===== config.mk =====
export PLATFORM = sky130hd
export DESIGN_NAME = bmrs_ctrl
export DESIGN_NICKNAME = d
export VERILOG_FILES = /design/src/sv/bmrs_pkg.sv /design/src/sv/bmrs_ctrl.sv
export SDC_FILE = /design/constraint.sdc
export NUM_CORES = 1
export LEC_CHECK = 0
export ABC_AREA = 1
export BUFFER_PORTS_ARGS = -buffer_cell sky130_fd_sc_hd__buf_2
export CORE_AREA = 2 2 39 41
export DETAILED_ROUTE_END_ITERATION = 12
export DIE_AREA = 0 0 41 43
export PLACE_DENSITY = 0.5
export SKIP_CTS_REPAIR_TIMING = 1
export SYNTH_ARGS = -nofsm -noshare
export SYNTH_HDL_FRONTEND = slang
export SYNTH_SLANG_ARGS = --single-unit

===== constraint.sdc =====
create_clock -name clk -period 1.7 [get_ports clk]
set_clock_uncertainty 0.15 [all_clocks]
set_input_delay 0.34 -clock clk [delete_from_list [all_inputs] [get_ports clk]]
set_output_delay 0.34 -clock clk [all_outputs]
set_load 0.005 [all_outputs]

===== src/sv/bmrs_pkg.sv =====
// ----------------------------------------------------------------------------
// bmrs_pkg
// shared constants, codes and controller/datapath interface types for the
// block mapped request splitter
// ----------------------------------------------------------------------------
package bmrs_pkg;

  localparam int BLOCK_SHIFT = 23;
  localparam longint BLOCK_BYTES = 64'd1 << BLOCK_SHIFT;
  localparam int MAP_ENTRIES = 1024;
  localparam int MAP_AW      = 10;

  localparam int OFFSET_W = 33;
  localparam int SIZE_W   = 29;
  localparam int LEN_W    = 24;
  localparam int INB_W    = BLOCK_SHIFT;
  localparam int BLK_W    = OFFSET_W - BLOCK_SHIFT + 1;
  localparam int ID_W     = 32;
  localparam int START_W  = 48;
  localparam int STRIDE_W = 32;
  localparam int ADDR_W   = 64;
  localparam int CFG_W    = 48;
  localparam int CFG_IDX_W = 1;

  localparam int MAX_SEGS  = 64;
  localparam int SEG_CNT_W = 7;
  localparam longint SIZE_CAP = 63 * BLOCK_BYTES;

  localparam logic [STRIDE_W-1:0] STRIDE_RESET = 32'd8388608;

  typedef enum logic {
    OP_LOAD  = 1'b0,
    OP_SPLIT = 1'b1
  } op_t;

  typedef enum logic [CFG_IDX_W-1:0] {
    REG_DATA_START   = 1'b0,
    REG_BLOCK_STRIDE = 1'b1
  } reg_idx_t;

  typedef struct packed {
    logic load;
    logic start;
    logic rd;
    logic mul;
    logic fill;
    logic adv;
  } dp_cmd_t;

  typedef struct packed {
    logic last;
  } dp_status_t;

endpackage


===== src/sv/bmrs_ctrl.sv =====
// ----------------------------------------------------------------------------
// bmrs_ctrl
// sequencer: takes requests, steps each segment through map read, multiply,
// address add and output handshake
// ----------------------------------------------------------------------------
module bmrs_ctrl import bmrs_pkg::*; (
  input  logic       clk,
  input  logic       rst_n,
  input  logic       in_valid,
  input  logic       in_operation,
  output logic       in_ready,
  output logic       out_valid,
  input  logic       out_ready,
  input  dp_status_t status,
  output dp_cmd_t    cmd
);

  typedef enum logic [4:0] {
    S_IDLE = 5'b00001,
    S_READ = 5'b00010,
    S_MUL  = 5'b00100,
    S_ADD  = 5'b01000,
    S_OUT  = 5'b10000
  } state_t;

  state_t state_r, state_nxt;
  logic   in_fire;

  assign in_ready  = (state_r == S_IDLE);
  assign out_valid = (state_r == S_OUT);
  assign in_fire   = in_valid && in_ready;

  always_comb begin
    state_nxt = state_r;
    cmd       = '0;
    unique case (state_r)
      S_IDLE: begin
        if (in_fire) begin
          if (op_t'(in_operation) == OP_SPLIT) begin
            cmd.start = 1'b1;
            state_nxt = S_READ;
          end else begin
            cmd.load = 1'b1;
          end
        end
      end
      S_READ: begin
        cmd.rd    = 1'b1;
        state_nxt = S_MUL;
      end
      S_MUL: begin
        cmd.mul   = 1'b1;
        state_nxt = S_ADD;
      end
      S_ADD: begin
        cmd.fill  = 1'b1;
        state_nxt = S_OUT;
      end
      S_OUT: begin
        if (out_ready) begin
          cmd.adv   = 1'b1;
          state_nxt = status.last ? S_IDLE : S_READ;
        end
      end
      default: state_nxt = S_IDLE;
    endcase
  end

  always_ff @(posedge clk) begin
    if (!rst_n) begin
      state_r <= S_IDLE;
    end else begin
      state_r <= state_nxt;
    end
  end

endmodule


* Yosys cells after proc, flatten, opt, wreduce, memory -nomap -nowiden
Index checks and enable logic that the tools add are counted.
** Storage, ports and cells
- Register bits :: 5
- Latch bits :: 0
- RAM bits :: 0
- ROM bits :: 0
- Bits of input ports :: 6
- Output and inout port bits :: 8
- Memories :: 0
** Operators by class
- Add/sub/neg operators :: 0
- Multipliers :: 0
- Divide/modulo/power cells :: 0
- Magnitude comparators :: 0
- Equality and inequality tests :: 8
- Shift-type cells :: 0
- Mux-type cells :: 14
- Bitwise operators :: 0
- Reductions and logical operators :: 2
** Operator list (count)
- $pmux W5 S5 :: 1
- $mux W5 :: 3
- $mux W1 :: 7
- $mux W2 :: 3
- $eq A5 B1 Y1 const B :: 1
- $eq A5 B2 Y1 const B :: 1
- $eq A5 B3 Y1 const B :: 1
- $eq A5 B4 Y1 const B :: 1
- $eq A5 B5 Y1 const B :: 1
- $ne A2 B1 Y1 const B :: 2
- $reduce_and A3 Y1 :: 1
- $ne A2 B2 Y1 const B :: 1
- $logic_and A1 B1 Y1 :: 1

* Depth between registers and ports, before layout
- Depth in word-level cells :: 4
- Mapped depth :: 9
- Depth with buffers taken out :: 9

* Least setup slack after synthesis
Ideal clock, no wire load.
- Path kind :: register to output
- From :: register state_r[2]
- To :: output cmd[4] (netlist name)
- Arrival :: 0.861 ns
- Data required time :: 1.210 ns
- Path slack :: 0.349 ns
- Cell stages (with the launch flop) :: 6
- Cell sequence :: dfxtp_1 -> nor2_4 -> nand2_4 -> nor2_8 -> inv_2 -> nor3_1
** RTL lines
- start: declaration :: RTL line bmrs_ctrl.sv:26 : state_t state_r, state_nxt;
- start signal: assignment :: RTL line bmrs_ctrl.sv:73 : state_r <= state_nxt;
- end: declaration :: RTL line bmrs_ctrl.sv:15 : output dp_cmd_t cmd

==> results.sh <==
export IMPL_outcome="finished, final reports clean"
export IMPL_fin_crit_sh_pct=99.74
export IMPL_dp_hpwl_um=568.2
export IMPL_largest_register_ff_count=5
export IMPL_h_tree_depth=1
export IMPL_drt_pass1_iterations=2
export IMPL_cts_sinks=5
export IMPL_p_per_area_nw_per_um2=1030
export IMPL_p_leak_uw=0.0002900
export IMPL_path_cells="nor2_4, nand2_4, nor2_8, inv_2, nor3_2, buf_2"
export IMPL_grt_ovfl_total=0
export IMPL_drt_wl_total_um=782
export IMPL_num_rows=14
export IMPL_clkLatencyLatePin_ns=0.24
export IMPL_drt_vias_per_instance=4.112
export IMPL_min_path_type="in2reg"
export IMPL_synth_largest_area_cell="dfxtp_1"
export IMPL_drive_above_1_share_pct=50.68
export IMPL_drt_iter0_drc=1
export IMPL_clock_root_buffer="clkbuf_4"
export IMPL_die_w_um=41
export IMPL_worstMarginPinSlew_ns=0.1760
export IMPL_tritoncts="built"
export IMPL_multi_input_area_um2=216.5
export IMPL_layout_area_seq_um2=102.6
export IMPL_cp_max_fo=4
export IMPL_vias=366
export IMPL_worst_setup_path_end_kind="output pin"
export IMPL_grtUsageTotal_pct=9.749
export IMPL_grt_antenna_before_repair=0
export IMPL_path_buf_inv=2
export IMPL_crit_family="simple AND/OR/NAND/NOR gates"
export IMPL_cp_start_kind="flop"
export IMPL_fmax_mhz=589.8
export IMPL_yosysUniqueCellTypes=17
export IMPL_wl_per_cell_um=8.787
export IMPL_avgSynthCellArea_um2=6.796
export IMPL_pin_count=14
export IMPL_synth_area_top_cells="dfxtp_1 29%, inv_1 11%, nand2_1 11%"
export IMPL_slowest_delay_ns=0.33
export IMPL_finalHoldViolations=0
export IMPL_ys_async_sr_fraction_pct=0
export IMPL_synth_edf_count=0
export IMPL_finalPower_uw=528.3
export IMPL_core_area_um2=1384
export IMPL_fin_nets=80
export IMPL_synth_ff_type="dfxtp_1"
export IMPL_drt_antenna_violating_nets=0
export IMPL_n_antenna_cell=0
export IMPL_clk_transition_reported_paths_ns=0.05
export IMPL_grt_pass1_wl_um=1083
export IMPL_port_buffers=13
export IMPL_drc=0
export IMPL_numCtsBuffers=3
export IMPL_final_max_slew_viol_count=0
export IMPL_synth_area_um2=346.6
export IMPL_critPathArrivalTime_ns=1.21
export IMPL_rsz0062_at_grt="yes"
export IMPL_syn_nets=57
export IMPL_place_gp_congestion=0.6209
export IMPL_critPathKind="reg2out"
export IMPL_grt_pass1_vias=285
export IMPL_peakVddDrop_mv=0.4141
export IMPL_post_route_min_period_ns=1.696
export IMPL_fill_cells=157
export IMPL_syn_inst=51
export IMPL_largest_register="state_r"
export IMPL_initial_core_util_pct=25.05
export IMPL_critPathRequiredTime_ns=1.21
export IMPL_slowest_stage="dfxtp_2"
export IMPL_ys_ff_latch=5
export IMPL_netlist_area_leader_share_pct=28.88
export IMPL_postPlaceCellArea_um2=431.7
export IMPL_drv_cap=0
export IMPL_dieArea_um2=1763
export IMPL_setup_viol=0
export IMPL_yosysWarnings=0
export IMPL_slew_headroom_pct=88.24
export IMPL_reg_top3="state_r x5"
export IMPL_grt_max_degree=6
export IMPL_cts_path_max_buffers=2
export IMPL_synth_common_cells="10 x inv_1, 10 x nand2_1, 7 x nor2_1"
export IMPL_synth_seq_area_share_pct=28.88
export IMPL_syn_to_final_growth_pct=48.01
export IMPL_die_h_um=43
export IMPL_postLayoutCellArea_um2=513.0
## kinds of logic (layout without fill, tap and decap cells)
kind of cell | count (synthesis) | after routing | share of synthesized area [%]
simple gates | 32 | 32 | 54.15
compound gates | 2 | 2 | 3.970
buf+inv | 12 | 34 | 13.00
flops | 5 | 5 | 28.88
## metal layers
metal	track usage [%]	wire length, um	up-vias
met5	0	0	-
met4	10.00	12	0
met3	3.141	49	2
met2	11.88	390	14
met1	12.26	330	155
li1	-	-	195
## final timing paths
kind	start	end	slack, ns	cells past startpoint
worst max register to register	state_r[3]	state_r[0]	0.31	10
worst min register to register	state_r[2]	state_r[3]	0.35	2
worst max-delay path	state_r[3]	cmd[4]	0.004	6
worst min-delay path	rst_n	state_r[0]	0.22	4
## power by group
| part | internal [uW] | switching (uW) | total [uW] |
|---|---|---|---|
| logic | 116 | 128 | 245 |
| registers | 132 | 10.8 | 143 |
| clock network | 88.9 | 51.4 | 140 |
| total | 338 | 190 | 528 |
## layout by cell type, fill, tap and decap left out
master	count
nor2_4	2
nor2_2	1
inv_1	10
nor3_2	3
nor2_8	1
buf_2	13
or2_1	1
buf_4	5
nand2_4	2
a21oi_1	1
nor2_1	7
nand3_2	1
o21ai_2	1
nand2_1	10
nand3_1	1
nand2_2	1
clkbuf_4	3
dfxtp_1	3
nor3_1	2
clkbuf_1	1
inv_2	2
dfxtp_2	2
## worst reg2reg max path, cell delays in order, from the launching register on
cell and delay (ns):
dfxtp_2 0.33, nor2_4 0.14, nand2_4 0.09, nor2_8 0.13
buf_4 0.12, buf_4 0.09, nor2_1 0.03, nand2_1 0.06
nand2_1 0.05, nand2_1 0.05, nand2_1 0.04
## metrics by stage
stage                     util [%]  setup TNS [ns]  instances  hold slack, ns  setup slack [ns]
after global routing         37.07         -0.1343         89          0.2388          -0.06878
after CTS                    33.09        -0.06817         84          0.2170          -0.03751
after floorplan                  -               0         51          0.3348            0.3493
after detailed placement     31.19               0         80          0.3659            0.2357
final                        37.07               0         89          0.2191          0.004416
after global placement       31.19               0         80          0.3675            0.2415
## final cells by class
| type | count | share of cell area, % |
|---|---|---|
| multi-input cells | 34 | 42.20 |
| flip-flops and latches | 5 | 20.00 |
| repair buffers | 18 | 20.00 |
| inverters | 12 | 8.780 |
| clock buffers | 4 | 5.122 |
| well taps | 16 | 3.902 |
Note: power is estimated with default switching activity, not from simulation.
